## src/hw/rtl/assert_macros.svh

```systemverilog
// Assertion helpers shared by the RTL
`ifndef ASSERT_MACROS_SVH
`define ASSERT_MACROS_SVH

// same-cycle implication
`define ASSERT_IMPL(lbl, clk, rst_n, ante, cons) \
	lbl: assert property (@(posedge clk) disable iff (!rst_n) (ante) |-> (cons)) \
		else $error("assertion failed");

// next-cycle implication
`define ASSERT_NEXT(lbl, clk, rst_n, ante, cons) \
	lbl: assert property (@(posedge clk) disable iff (!rst_n) (ante) |=> (cons)) \
		else $error("assertion failed");

`endif

```

## src/hw/rtl/hvl_pkg.sv

```systemverilog
package hvl_pkg;

	localparam int BYTE_W  = 8;
	localparam int LABEL_W = 7;
	localparam int NAME_W  = 9;

	localparam logic [LABEL_W-1:0] LABEL_MAX = 7'd63;
	localparam logic [LABEL_W-1:0] LABEL_SAT = 7'd127;
	localparam logic [NAME_W-1:0]  NAME_SAT  = 9'd511;

	localparam logic [BYTE_W-1:0] CHAR_DOT    = 8'h2E;
	localparam logic [BYTE_W-1:0] CHAR_HYPHEN = 8'h2D;
	localparam logic [BYTE_W-1:0] CHAR_UC_A   = 8'h41;
	localparam logic [BYTE_W-1:0] CHAR_UC_Z   = 8'h5A;
	localparam logic [BYTE_W-1:0] CHAR_LC_A   = 8'h61;
	localparam logic [BYTE_W-1:0] CHAR_LC_Z   = 8'h7A;
	localparam logic [BYTE_W-1:0] CHAR_0      = 8'h30;
	localparam logic [BYTE_W-1:0] CHAR_9      = 8'h39;
	localparam logic [BYTE_W-1:0] CASE_GAP    = CHAR_LC_A - CHAR_UC_A;

	typedef struct packed {
		logic [BYTE_W-1:0] name_byte;
		logic              is_final;
	} item_t;

	function automatic logic is_upper(input logic [BYTE_W-1:0] c);
		return (c >= CHAR_UC_A) && (c <= CHAR_UC_Z);
	endfunction

	function automatic logic is_ldh(input logic [BYTE_W-1:0] c);
		return ((c >= CHAR_LC_A) && (c <= CHAR_LC_Z)) || is_upper(c)
			|| ((c >= CHAR_0) && (c <= CHAR_9)) || (c == CHAR_HYPHEN);
	endfunction

	function automatic logic [BYTE_W-1:0] fold(input logic [BYTE_W-1:0] c);
		return is_upper(c) ? c + CASE_GAP : c;
	endfunction

endpackage

```

## src/hw/rtl/hvl_if.sv

```systemverilog
interface hvl_in_if;
	logic                       valid;
	logic                       ready;
	logic [hvl_pkg::BYTE_W-1:0] name_byte;
	logic                       is_final;

	modport source (output valid, output name_byte, output is_final, input ready);
	modport sink (input valid, input name_byte, input is_final, output ready);
endinterface

interface hvl_out_if;
	logic                       valid;
	logic                       ready;
	logic [hvl_pkg::BYTE_W-1:0] folded_byte;
	logic                       name_done;
	logic                       name_valid;

	modport source (output valid, output folded_byte, output name_done, output name_valid,
		input ready);
	modport sink (input valid, input folded_byte, input name_done, input name_valid,
		output ready);
endinterface

```

## src/hw/rtl/hostname_validate_lowercase_core.sv

```systemverilog
// channel    | dir | payload                               | handshake
// name_ch    | in  | name_byte[7:0], is_final              | valid/ready
// result_ch  | out | folded_byte[7:0], name_done, name_valid | valid/ready
//
// One byte per cycle sustained while result_ch is not stalled.
// Path: input register (_s1), fold/check logic, result register (_q).
// Per-name counters update as the byte leaves _s1; is_final resets them.
// A stalled result holds _s1; the input takes a byte whenever _s1 drains.
// arst_n clears valids and the name state.
`include "assert_macros.svh"

module hostname_validate_lowercase_core #(
	parameter int MAX_NAME_LEN = 253
) (
	input logic          clk,
	input logic          arst_n,
	hvl_in_if.sink       name_ch,
	hvl_out_if.source    result_ch
);

	logic           valid_s1;
	hvl_pkg::item_t item_s1;
	logic           advance;
	logic           name_valid_c;

	logic                       out_valid_q;
	logic [hvl_pkg::BYTE_W-1:0] folded_q;
	logic                       done_q;
	logic                       nvalid_q;

	assign advance       = valid_s1 && (!out_valid_q || result_ch.ready);
	assign name_ch.ready = !valid_s1 || advance;

	always_ff @(posedge clk or negedge arst_n) begin
		if (!arst_n)
			valid_s1 <= 1'b0;
		else if (name_ch.ready)
			valid_s1 <= name_ch.valid;
	end

	always_ff @(posedge clk) begin
		if (name_ch.ready && name_ch.valid) begin
			item_s1.name_byte <= name_ch.name_byte;
			item_s1.is_final  <= name_ch.is_final;
		end
	end

	hvl_tracker #(
		.MAX_NAME_LEN (MAX_NAME_LEN)
	) u_tracker (
		.clk        (clk),
		.arst_n     (arst_n),
		.advance    (advance),
		.item       (item_s1),
		.name_valid (name_valid_c)
	);

	always_ff @(posedge clk or negedge arst_n) begin
		if (!arst_n)
			out_valid_q <= 1'b0;
		else if (!out_valid_q || result_ch.ready)
			out_valid_q <= valid_s1;
	end

	always_ff @(posedge clk) begin
		if (advance) begin
			folded_q <= hvl_pkg::fold(item_s1.name_byte);
			done_q   <= item_s1.is_final;
			nvalid_q <= name_valid_c;
		end
	end

	assign result_ch.valid       = out_valid_q;
	assign result_ch.folded_byte = folded_q;
	assign result_ch.name_done   = done_q;
	assign result_ch.name_valid  = nvalid_q;

	`ASSERT_IMPL(a_stall_holds_s1, clk, arst_n, out_valid_q && !result_ch.ready, !advance)
	`ASSERT_IMPL(a_valid_needs_done, clk, arst_n, out_valid_q && nvalid_q, done_q)

endmodule

```

## src/hw/rtl/hvl_tracker.sv

```systemverilog
`include "assert_macros.svh"

module hvl_tracker #(
	parameter int MAX_NAME_LEN = 253
) (
	input  logic           clk,
	input  logic           arst_n,
	input  logic           advance,
	input  hvl_pkg::item_t item,
	output logic           name_valid
);

	localparam logic [hvl_pkg::NAME_W-1:0] NAME_W_MAX = hvl_pkg::NAME_W'(MAX_NAME_LEN);

	logic [hvl_pkg::LABEL_W-1:0] label_count_q, label_count_d;
	logic [hvl_pkg::NAME_W-1:0]  name_count_q, name_count_d;
	logic                        prev_hyphen_q, prev_hyphen_d;
	logic                        failed_q;
	logic                        fail_d;
	logic                        is_dot, is_hyphen;
	logic                        label_bad_cur, label_bad_new;

	assign is_dot    = (item.name_byte == hvl_pkg::CHAR_DOT);
	assign is_hyphen = (item.name_byte == hvl_pkg::CHAR_HYPHEN);

	assign label_bad_cur = (label_count_q == '0) || (label_count_q > hvl_pkg::LABEL_MAX)
		|| prev_hyphen_q;

	always_comb begin
		fail_d       = failed_q;
		name_count_d = (name_count_q < hvl_pkg::NAME_SAT) ? name_count_q + 1'b1 : name_count_q;
		if (name_count_d > NAME_W_MAX)
			fail_d = 1'b1;
		if (is_dot) begin
			if (label_bad_cur)
				fail_d = 1'b1;
			label_count_d = '0;
			prev_hyphen_d = 1'b0;
		end else begin
			if (!hvl_pkg::is_ldh(item.name_byte))
				fail_d = 1'b1;
			if ((label_count_q == '0) && is_hyphen)
				fail_d = 1'b1;
			label_count_d = (label_count_q < hvl_pkg::LABEL_SAT) ?
				label_count_q + 1'b1 : label_count_q;
			prev_hyphen_d = is_hyphen;
		end
		label_bad_new = (label_count_d == '0) || (label_count_d > hvl_pkg::LABEL_MAX)
			|| prev_hyphen_d;
		if (item.is_final && label_bad_new)
			fail_d = 1'b1;
	end

	assign name_valid = item.is_final && !fail_d;

	always_ff @(posedge clk or negedge arst_n) begin
		if (!arst_n) begin
			label_count_q <= '0;
			name_count_q  <= '0;
			prev_hyphen_q <= 1'b0;
			failed_q      <= 1'b0;
		end else if (advance) begin
			if (item.is_final) begin
				label_count_q <= '0;
				name_count_q  <= '0;
				prev_hyphen_q <= 1'b0;
				failed_q      <= 1'b0;
			end else begin
				label_count_q <= label_count_d;
				name_count_q  <= name_count_d;
				prev_hyphen_q <= prev_hyphen_d;
				failed_q      <= fail_d;
			end
		end
	end

	`ASSERT_NEXT(a_final_clears, clk, arst_n, advance && item.is_final,
		(name_count_q == '0) && (label_count_q == '0) && !failed_q)
	`ASSERT_IMPL(a_label_le_name, clk, arst_n, 1'b1, {2'b00, label_count_q} <= name_count_q)

endmodule
```

## src/flat_wrapper.sv

```systemverilog
// flat-port wrapper written by rule: the top's interface ports become plain ports
module hostname_validate_lowercase_core_flat 
#(
	parameter int MAX_NAME_LEN = 253
)
  (clk, arst_n, name_ch_valid, name_ch_name_byte, name_ch_is_final, name_ch_ready, result_ch_valid, result_ch_folded_byte, result_ch_name_done, result_ch_name_valid, result_ch_ready);
  hvl_in_if name_ch_i ();
  hvl_out_if result_ch_i ();
  input logic clk;
  input logic arst_n;
  input wire logic [$bits(name_ch_i.valid)-1:0] name_ch_valid;
  input wire logic [$bits(name_ch_i.name_byte)-1:0] name_ch_name_byte;
  input wire logic [$bits(name_ch_i.is_final)-1:0] name_ch_is_final;
  output wire logic [$bits(name_ch_i.ready)-1:0] name_ch_ready;
  output wire logic [$bits(result_ch_i.valid)-1:0] result_ch_valid;
  output wire logic [$bits(result_ch_i.folded_byte)-1:0] result_ch_folded_byte;
  output wire logic [$bits(result_ch_i.name_done)-1:0] result_ch_name_done;
  output wire logic [$bits(result_ch_i.name_valid)-1:0] result_ch_name_valid;
  input wire logic [$bits(result_ch_i.ready)-1:0] result_ch_ready;
  assign name_ch_i.valid = name_ch_valid;
  assign name_ch_i.name_byte = name_ch_name_byte;
  assign name_ch_i.is_final = name_ch_is_final;
  assign name_ch_ready = name_ch_i.ready;
  assign result_ch_valid = result_ch_i.valid;
  assign result_ch_folded_byte = result_ch_i.folded_byte;
  assign result_ch_name_done = result_ch_i.name_done;
  assign result_ch_name_valid = result_ch_i.name_valid;
  assign result_ch_i.ready = result_ch_ready;
  hostname_validate_lowercase_core #(.MAX_NAME_LEN(MAX_NAME_LEN)) u_core (.clk(clk), .arst_n(arst_n), .name_ch(name_ch_i), .result_ch(result_ch_i));
endmodule
```

## config.mk

```make
export PLATFORM = sky130hd
export DESIGN_NAME = hostname_validate_lowercase_core_flat
export DESIGN_NICKNAME = d
export VERILOG_FILES = /design/src/hw/rtl/hvl_pkg.sv /design/src/hw/rtl/hvl_if.sv /design/src/hw/rtl/hostname_validate_lowercase_core.sv /design/src/hw/rtl/hvl_tracker.sv /design/src/flat_wrapper.sv
export VERILOG_INCLUDE_DIRS = /design/src /design/src/hw/rtl
export SDC_FILE = /design/constraint.sdc
export NUM_CORES = 1
export LEC_CHECK = 0
export BUFFER_PORTS_ARGS = -buffer_cell sky130_fd_sc_hd__buf_2
export CORE_MARGIN = 4
export CORE_UTILIZATION = 65
export CTS_BUF_LIST = sky130_fd_sc_hd__clkbuf_4 sky130_fd_sc_hd__clkbuf_8
export DETAILED_ROUTE_END_ITERATION = 10
export PLACE_DENSITY = 0.84
export SYNTH_ARGS = -nofsm -noshare
export SYNTH_HDL_FRONTEND = slang
export SYNTH_HIERARCHICAL = 1
export SYNTH_SLANG_ARGS = --single-unit
```

## constraint.sdc

```tcl
create_clock -name clk -period 6.28 [get_ports clk]
set_input_delay 0 -clock clk [delete_from_list [all_inputs] [get_ports clk]]
set_output_delay 0 -clock clk [all_outputs]
set_load 0.005 [all_outputs]
```

==> results.sh, run 1 <==
export IMPL_fin_crit_sh=0.374
export IMPL_drc=0
export IMPL_die_h_microns=65.2
export IMPL_layout_drive_gt1_share=0.183
export IMPL_synthTopCellsByArea="edfxtp_1 (27%), dfrtp_1 (24%), a21oi_1 (2.6%)"
export IMPL_dp_hpwl_mm=3.15
export IMPL_dieArea_sq_mm=0.00425
export IMPL_routedWlPerCell_microns=17.4
export IMPL_worst_slew_pin_slew_ns=1.04
export IMPL_p_leak_nw=0.971
export IMPL_initialDrtViolationCount=229
export IMPL_die_w_microns=65.2
export IMPL_yosysMostFrequentCell="dfrtp_1"
export IMPL_hold_viol_final=0
export IMPL_ys_seq_area_frac=0.504
export IMPL_status="finished clean"
export IMPL_root_buffer="clkbuf_4"
export IMPL_synth_async_reset_ratio=0.513
export IMPL_cap_violations=0
export IMPL_crit_required_ns=6.50
export IMPL_io_pins=25
export IMPL_fp_row_count=20
export IMPL_final_cells=274
export IMPL_fin_area_sq_mm=0.00242
export IMPL_avgSynthCellArea_sq_um=10.8
export IMPL_cts_setup_buffers=0
export IMPL_grt_max_degree=27
export IMPL_power_density_mw_per_mm2=223
export IMPL_portBuffers=24
export IMPL_fin_setup_tns_ns=0
export IMPL_clkSlewWorstSetupHoldPaths_ns=0.12
export IMPL_synth_edf_count=19
export IMPL_min_path_type="input port to asynchronous set/reset pin"
export IMPL_insertion_delay_ns=0.35
export IMPL_skew_ns=0.00751
export IMPL_startpoint_type="flop"
export IMPL_drt_first_pass_iters=5
export IMPL_critPathCaptureType="flop"
export IMPL_via_per_inst=6.43
export IMPL_max_vdd_ir_drop_mv=0.199
export IMPL_synth_net_count=213
export IMPL_grt_pass1_wl_mm=8.20
export IMPL_gp_congestion=0.877
export IMPL_maxSlewViolCount=0
export IMPL_grt_use_total=0.252
export IMPL_areaGrowthSynthToFinish_pct=14.1
export IMPL_synth_cell_area_sq_mm=0.00213
export IMPL_synth_top_area_frac=0.268
export IMPL_min_period_ns=2.35
export IMPL_cts_inserted_buffers=5
export IMPL_core_area_sq_mm=0.00310
export IMPL_maxSlewHeadroom=0.306
export IMPL_grt_pass1_vias=1754
export IMPL_synth_ff_type="dfrtp_1"
export IMPL_routed_wl_mm=4.76
export IMPL_cts_resized_gates=0
export IMPL_post_route_util=0.781
export IMPL_grt_overflow_total=0
export IMPL_cts_tree="done"
export IMPL_dp_cells=253
export IMPL_crit_fanout=26
export IMPL_worstPathArrival_ns=2.57
export IMPL_synthTopCellsByCount="dfrtp_1 (20), edfxtp_1 (19), nand2_1 (12)"
export IMPL_diodes=0
export IMPL_synth_area_leader_cell="edfxtp_1"
export IMPL_clock_sinks=39
export IMPL_htreeDepth=2
export IMPL_yosysWarnings=6
export IMPL_fmax_mhz=425
export IMPL_synth_distinct_cells=55
export IMPL_rsz0062_at_grt="no"
export IMPL_setup_violations_final=0
export IMPL_ant_nets=0
export IMPL_clock_tree_buffer_depth=2
export IMPL_place_area_sq_mm=0.00224
export IMPL_nets=246
export IMPL_hold_slack_ns=0.134
export IMPL_antenna_found_initial=0
export IMPL_num_vias=1763
export IMPL_start_util=0.685
export IMPL_nFillCells=223
export IMPL_critical_path_class="flop to flop"
export IMPL_ys_ff_latch=39
export IMPL_syn_inst=196
## layout make-up
type | count | area, sq um | share of cell area
Clock inverter | 3 | 20.0 | 0.00826
Multi-Input combinational cell | 141 | 972 | 0.401
Inverter | 5 | 18.8 | 0.00774
Tap cell | 44 | 55.1 | 0.0227
Clock buffer | 5 | 37.5 | 0.0155
Sequential cell | 39 | 1070 | 0.442
Timing Repair Buffer | 37 | 250 | 0.103
## registers in the layout (all words and copies together), names as in the netlist
| name | flops |
|---|---|
| u_core/item_s1 | 9 |
| u_core/result_ch.folded_byte | 8 |
| u_core/result_ch.name_done | 1 |
| u_core/result_ch.name_valid | 1 |
| u_core/result_ch.valid | 1 |
| u_core/u_tracker/failed_q | 1 |
| u_core/u_tracker/label_count_q | 7 |
| u_core/u_tracker/name_count_q | 9 |
| u_core/u_tracker/prev_hyphen_q | 1 |
| u_core/valid_s1 | 1 |
## metal layers
layer  share of wire  track usage  routed length [microns]
met4           0.017        0.111                       82
met5               0            0                        0
met1            0.41        0.316                     1940
met2            0.51        0.421                     2430
met3           0.067       0.0513                      317
## report_power, final
group          leakage (nW)  internal (mW)  switching, mW
combinational         0.495         0.0434         0.0535
clock                0.0272         0.0427         0.0843
sequential            0.449          0.291         0.0260
total                 0.971          0.378          0.164
## worst paths after layout
path | from | to | slack, ns | depth (start not counted)
worst max-delay path | u_core/result_ch.valid | u_core/u_tracker/name_count_q[4] | 3.93 | 4
worst min-delay path | arst_n | u_core/u_tracker/label_count_q[5] | 0.13 | 2
worst max register to register | u_core/result_ch.valid | u_core/u_tracker/name_count_q[4] | 3.93 | 4
worst min register to register | u_core/valid_s1 | u_core/result_ch.valid | 0.52 | 1
max in group asynchronous | arst_n | u_core/u_tracker/label_count_q[3] | 5.82 | 2
min in group clk | name_ch_name_byte[2] | u_core/item_s1[3] | 0.35 | 2
## metrics by stage
stage	power, mW	worst slack, ns
after CTS	0.541	4.01
after global placement	0.404	4.15
final	0.542	3.93
after detailed placement	0.409	4.07
after floorplan	0.381	4.27
after global routing	0.576	3.75
## cells by family after synthesis
group	after synthesis	share of synthesized area
compound gates	57	0.186
xor+xnor	2	0.00824
fa+ha+maj	4	0.0235
buf+inv	16	0.0388
flops	39	0.504
mux	3	0.0147
simple gates	75	0.225
## placed cells by master, fill, tap and decap left out, types with 3 or more instances in the layout
| cell | n |
|---|---|
| a21oi_1 | 11 |
| a31oi_1 | 8 |
| and2_1 | 3 |
| and3_1 | 4 |
| and4_1 | 3 |
| buf_2 | 24 |
| clkbuf_4 | 5 |
| dfrtp_1 | 20 |
| dlygate4sd3_1 | 13 |
| edfxtp_1 | 19 |
| ha_1 | 4 |
| inv_1 | 5 |
| nand2_1 | 12 |
| nand2b_1 | 7 |
| nand3_1 | 6 |
| nand3b_1 | 4 |
| nand4_1 | 5 |
| nor2_1 | 6 |
| nor2b_1 | 5 |
| nor3_1 | 5 |
| o21ai_0 | 10 |
| o2bb2ai_1 | 5 |
| o31ai_1 | 3 |
## repair_timing
action | in CTS | in global routing
endpoints found under the setup margin | 0 | 0
endpoints found under the hold margin | 31 | 0
hold buffers | 13 | 0
## critical path: stages, from the launching register on
cell and delay, ns:
dfrtp_1 0.41, nand2b_1 0.09, and2_1 0.82, nand2b_1 0.44, o41ai_1 0.45
Power figures use the tool's default switching activity.
==> inputs of run 2 (changes only) <==
--- a/config.mk
+++ b/config.mk
@@ -8,10 +8,10 @@
 export LEC_CHECK = 0
 export BUFFER_PORTS_ARGS = -buffer_cell sky130_fd_sc_hd__buf_2
 export CORE_MARGIN = 4
-export CORE_UTILIZATION = 65
+export CORE_UTILIZATION = 54
 export CTS_BUF_LIST = sky130_fd_sc_hd__clkbuf_4 sky130_fd_sc_hd__clkbuf_8
 export DETAILED_ROUTE_END_ITERATION = 10
-export PLACE_DENSITY = 0.84
+export PLACE_DENSITY = 0.74
 export SYNTH_ARGS = -nofsm -noshare
 export SYNTH_HDL_FRONTEND = slang
 export SYNTH_HIERARCHICAL = 1
==> constraint.sdc (replaced) <==
create_clock -name clk -period 2.1 [get_ports clk]
set_input_delay 0 -clock clk [delete_from_list [all_inputs] [get_ports clk]]
set_output_delay 0 -clock clk [all_outputs]
set_load 0.005 [all_outputs]
==> results.sh, run 2 (synthesis results as in run 1) <==
export IMPL_status="finished clean"
export IMPL_rrSetupSlack_ns=0.09
export IMPL_min_period_ns=2.01
export IMPL_root_buffer="clkbuf_8"
export IMPL_skew_ns=0.00596
export IMPL_antenna_found_initial=0
export IMPL_htreeDepth=2
export IMPL_fp_row_count=22
export IMPL_p_leak_nw=1.05
export IMPL_setup_violations_final=0
export IMPL_min_path_type="input port to asynchronous set/reset pin"
export IMPL_core_area_sq_mm=0.00374
export IMPL_grt_pass1_wl_mm=7.91
export IMPL_rr_worst_depth=6
export IMPL_cts_tree="done"
export IMPL_layout_common_cells="buf_2 (24), edfxtp_1 (19), dfrtp_1 (19)"
export IMPL_crit_required_ns=2.14
export IMPL_rsz0062_at_grt="no"
export IMPL_dp_hpwl_mm=3.14
export IMPL_grt_pass1_vias=1689
export IMPL_cp_slowest_cell="or4_1"
export IMPL_diodes=0
export IMPL_areaGrowthSynthToFinish_pct=20.1
export IMPL_nFillCells=289
export IMPL_grt_overflow_total=0
export IMPL_via_per_inst=6.21
export IMPL_worst_slew_pin_slew_ns=0.476
export IMPL_num_vias=1776
export IMPL_startpoint_type="flop"
export IMPL_die_h_microns=70.7
export IMPL_maxSlewViolCount=0
export IMPL_clkSlewWorstSetupHoldPaths_ns=0.08
export IMPL_cts_inserted_buffers=5
export IMPL_fin_setup_tns_ns=0
export IMPL_nets=254
export IMPL_drc=0
export IMPL_hold_viol_final=0
export IMPL_highest_layer="met4"
export IMPL_wl_met2_mm=2.24
export IMPL_routed_wl_mm=4.66
export IMPL_grt_use_total=0.197
export IMPL_post_route_util=0.682
export IMPL_critical_path_class="flop to flop"
export IMPL_fmax_mhz=497
export IMPL_io_pins=25
export IMPL_insertion_delay_ns=0.29
export IMPL_max_vdd_ir_drop_mv=0.552
export IMPL_initialDrtViolationCount=166
export IMPL_ant_nets=0
export IMPL_final_common_cell="buf_2"
export IMPL_crit_fanout=5
export IMPL_route_met3_wl_microns=288
export IMPL_drt_first_pass_iters=4
export IMPL_clock_sinks=39
export IMPL_power_density_mw_per_mm2=743
export IMPL_clock_tree_buffer_depth=2
export IMPL_cp_cell_sequence="ha_1 -> and3_1 -> xor2_1 -> or4_1 -> o2111ai_1 -> a211oi_1"
export IMPL_critical_path_max_stage_delay_ns=0.48
export IMPL_gp_congestion=0.847
export IMPL_die_w_microns=70.7
export IMPL_routedWlPerCell_microns=16.3
export IMPL_portBuffers=24
export IMPL_maxSlewHeadroom=0.682
export IMPL_critPathCaptureType="flop"
export IMPL_fin_crit_sh=0.958
export IMPL_wl_met1_mm=2.06
export IMPL_layout_drive_gt1_share=0.223
export IMPL_start_util=0.568
export IMPL_cap_violations=0
export IMPL_dieArea_sq_mm=0.00500
export IMPL_worstPathArrival_ns=2.05
export IMPL_grt_max_degree=21
## run 2: changes by cell type in the layout (fill, tap and decap cells not counted)
cell | before | now
clkbuf_8 | 0 | 6
dlygate4sd3_1 | 13 | 12
clkinvlp_4 | 2 | 0
nor3_1 | 5 | 4
clkbuf_4 | 5 | 0
dfrtp_1 | 20 | 19
dfrtp_2 | 0 | 1
bufinv_16 | 0 | 1
nor3_2 | 0 | 1
buf_4 | 0 | 9
## run 2: metal layers
layer	vias up	global-route usage
li1	844	-
met1	862	0.266
met2	61	0.305
met3	9	0.0568
met4	0	0.0668
met5	-	0
## run 2: final cells by class
class	count	area, sq um	share of cell area
inverters	5	18.8	0.00735
repair buffers	45	308	0.121
multi-input cells	141	977	0.383
clock buffers	6	82.6	0.0323
clock inverters	2	35.0	0.0137
well taps	48	60.1	0.0235
flip-flops and latches	39	1070	0.420
## run 2: report_power, final
part           internal, mW  total, mW  switching, mW
Combinational         0.143      0.308          0.165
Clock                 0.384      0.645          0.261
Sequential            0.872      0.945         0.0733
## run 2: critical path: cells and delay by family, from the launching register on
family / cells / cell delay [ns]
compound gates: 2 / 0.26
fa+ha+maj: 1 / 0.22
flops: 1 / 0.44
xor+xnor: 1 / 0.16
simple gates: 2 / 0.69
## run 2: path summary, 6_finish.rpt
| check | startpoint | to |
|---|---|---|
| worst max register to register | u_core/u_tracker/label_count_q[0] | u_core/result_ch.name_valid |
| worst max-delay path | u_core/u_tracker/label_count_q[0] | u_core/result_ch.name_valid |
| worst min register to register | u_core/u_tracker/prev_hyphen_q | u_core/u_tracker/prev_hyphen_q |
| max in group asynchronous | arst_n | u_core/u_tracker/label_count_q[0] |
| min in group clk | name_ch_name_byte[7] | u_core/item_s1[8] |
| worst min-delay path | arst_n | u_core/u_tracker/label_count_q[1] |
## run 2: repair_timing
| action | in CTS | in global routing |
|---|---|---|
| hold buffers | 12 | 0 |
| hold endpoints to repair | 31 | 0 |
| resized for setup | 0 | 2 |
| buffers inserted | 0 | 1 |
| setup endpoints to repair | 0 | 2 |
## run 2: per-stage QoR
stage / hold WS [ns] / cell area (sq um) / worst slack [ns] / instances / power (mW)
floorplan: -0.296 / 2130 / 0.0915 / 196 / 1.14
global placement: -0.0285 / 2300 / 0.151 / 265 / 1.22
detailed placement: -0.0182 / 2300 / 0.0888 / 265 / 1.23
CTS: 0.202 / 2540 / 0.0654 / 285 / 1.89
global route: 0.233 / 2550 / 0.000309 / 286 / 2.01
finish: 0.190 / 2550 / 0.0886 / 286 / 1.90
==> inputs of run 3 (changes only) <==
--- a/config.mk
+++ b/config.mk
@@ -9,7 +9,7 @@
 export BUFFER_PORTS_ARGS = -buffer_cell sky130_fd_sc_hd__buf_2
 export CORE_MARGIN = 4
 export CORE_UTILIZATION = 54
-export CTS_BUF_LIST = sky130_fd_sc_hd__clkbuf_4 sky130_fd_sc_hd__clkbuf_8
+export CTS_BUF_LIST = sky130_fd_sc_hd__clkbuf_4
 export DETAILED_ROUTE_END_ITERATION = 10
 export PLACE_DENSITY = 0.74
 export SYNTH_ARGS = -nofsm -noshare
==> results.sh, run 3 (synthesis results as in run 1) <==
export IMPL_status="finished clean"
export IMPL_areaGrowthSynthToFinish_pct=18.7
export IMPL_via_per_inst=6.23
export IMPL_diodes=0
export IMPL_start_util=0.568
export IMPL_worst_slew_pin_slew_ns=0.472
export IMPL_gp_congestion=0.847
export IMPL_drt_first_pass_iters=4
export IMPL_grt_pass1_vias=1708
export IMPL_min_path_type="input port to asynchronous set/reset pin"
export IMPL_hold_slack_ns=0.123
export IMPL_insertion_delay_ns=0.35
export IMPL_internal_power_mw=1.26
export IMPL_maxSlewHeadroom=0.685
export IMPL_p_leak_nw=1.03
export IMPL_drc=0
export IMPL_layout_drive_gt1_share=0.222
export IMPL_cts_tree="done"
export IMPL_critical_path_class="flop to flop"
export IMPL_num_vias=1789
export IMPL_clkSlewWorstSetupHoldPaths_ns=0.11
export IMPL_place_area_sq_mm=0.00230
export IMPL_crit_required_ns=2.20
export IMPL_rrSetupSlack_ns=0.08
export IMPL_ant_nets=0
export IMPL_grt_pass1_wl_mm=7.95
export IMPL_startpoint_type="flop"
export IMPL_grt_overflow_total=0
export IMPL_initialDrtViolationCount=164
export IMPL_met1_usage=0.255
export IMPL_fmax_mhz=496
export IMPL_nets=255
export IMPL_p_comb_frac=0.178
export IMPL_grt_use_total=0.198
export IMPL_skew_ns=0.00700
export IMPL_netSwitchingPower_mw=0.484
export IMPL_busiest_layer="met2"
export IMPL_dp_hpwl_mm=3.14
export IMPL_fp_row_count=22
export IMPL_min_period_ns=2.02
export IMPL_htreeDepth=2
export IMPL_io_pins=25
export IMPL_clock_tree_buffer_depth=2
export IMPL_setup_violations_final=0
export IMPL_swShare=0.277
export IMPL_routedWlPerCell_microns=16.5
export IMPL_routed_wl_mm=4.73
export IMPL_portBuffers=24
export IMPL_cap_violations=0
export IMPL_worstPathArrival_ns=2.12
export IMPL_power_frac_seq=0.543
export IMPL_antenna_found_initial=0
export IMPL_max_vdd_ir_drop_mv=0.543
export IMPL_dieArea_sq_mm=0.00500
export IMPL_grtUsageMet2=0.320
export IMPL_die_w_microns=70.7
export IMPL_critPathCaptureType="flop"
export IMPL_root_buffer="clkbuf_4"
export IMPL_grt_max_degree=21
export IMPL_hold_viol_final=0
export IMPL_core_area_sq_mm=0.00374
export IMPL_power_density_mw_per_mm2=691
export IMPL_die_h_microns=70.7
export IMPL_clock_sinks=39
export IMPL_fin_area_sq_mm=0.00252
export IMPL_p_clk_frac=0.279
export IMPL_gr_usage_met3=0.0582
export IMPL_layout_common_cells="buf_2 (24), edfxtp_1 (19), dfrtp_1 (19)"
export IMPL_maxSlewViolCount=0
export IMPL_fin_crit_sh=0.961
export IMPL_final_common_cell="buf_2"
export IMPL_cts_inserted_buffers=5
export IMPL_crit_fanout=5
-- run 3: timing repair --
item                                    in CTS  in global routing
resized for setup                            0                  3
endpoints found under the setup margin       0                  2
hold endpoints to repair                    31                  0
setup buffers                                0                  1
hold buffers                                13                  0
-- run 3: layout make-up --
cell class | count | area [sq um]
Multi-Input combinational cell | 141 | 978
Tap cell | 48 | 60.1
Sequential cell | 39 | 1070
Inverter | 5 | 18.8
Timing Repair Buffer | 46 | 318
Clock inverter | 3 | 38.8
Fill cell | 297 | 1220
Clock buffer | 5 | 37.5
-- run 3: layer usage --
| metal | up-vias | share of wire | wire (microns) |
|---|---|---|---|
| met5 | - | 0 | 0 |
| met1 | 868 | 0.45 | 2110 |
| li1 | 848 | - | - |
| met2 | 63 | 0.47 | 2230 |
| met3 | 10 | 0.067 | 316 |
| met4 | 0 | 0.017 | 80 |
-- run 3: through the flow --
step	setup slack [ns]	util	power [mW]	TNS (ns)	instances
floorplan	0.0915	-	1.14	0	196
global route	-0.0107	0.674	1.85	-0.0107	287
detailed placement	0.0888	0.615	1.23	0	265
global placement	0.151	0.615	1.22	0	265
CTS	0.0608	0.670	1.74	0	286
finish	0.0829	0.674	1.74	0	287
-- run 3: power by group through the flow --
stage	clock [mW]	sequential [mW]	combinational [mW]
after global placement	0	0.952	0.266
after CTS	0.502	0.943	0.297
after global routing	0.544	0.958	0.351
final	0.487	0.947	0.310
after floorplan	0	0.931	0.208
after detailed placement	0	0.959	0.276
-- run 3: worst paths after layout --
kind,end,cells past startpoint,startpoint
worst max-delay path,u_core/result_ch.name_valid,6,u_core/u_tracker/label_count_q[0]
worst min-delay path,u_core/u_tracker/label_count_q[1],2,arst_n
worst max register to register,u_core/result_ch.name_valid,6,u_core/u_tracker/label_count_q[0]
worst min register to register,u_core/u_tracker/prev_hyphen_q,1,u_core/u_tracker/prev_hyphen_q
max in group asynchronous,u_core/u_tracker/label_count_q[0],2,arst_n
min in group clk,u_core/item_s1[8],2,name_ch_name_byte[7]
-- run 3: critical path, stage by stage (launching register included) --
cell and delay, ns:
dfrtp_2 0.45, ha_1 0.22, and3_2 0.22, xor2_1 0.14, or4_1 0.48, o2111ai_1 0.19
a211oi_1 0.06
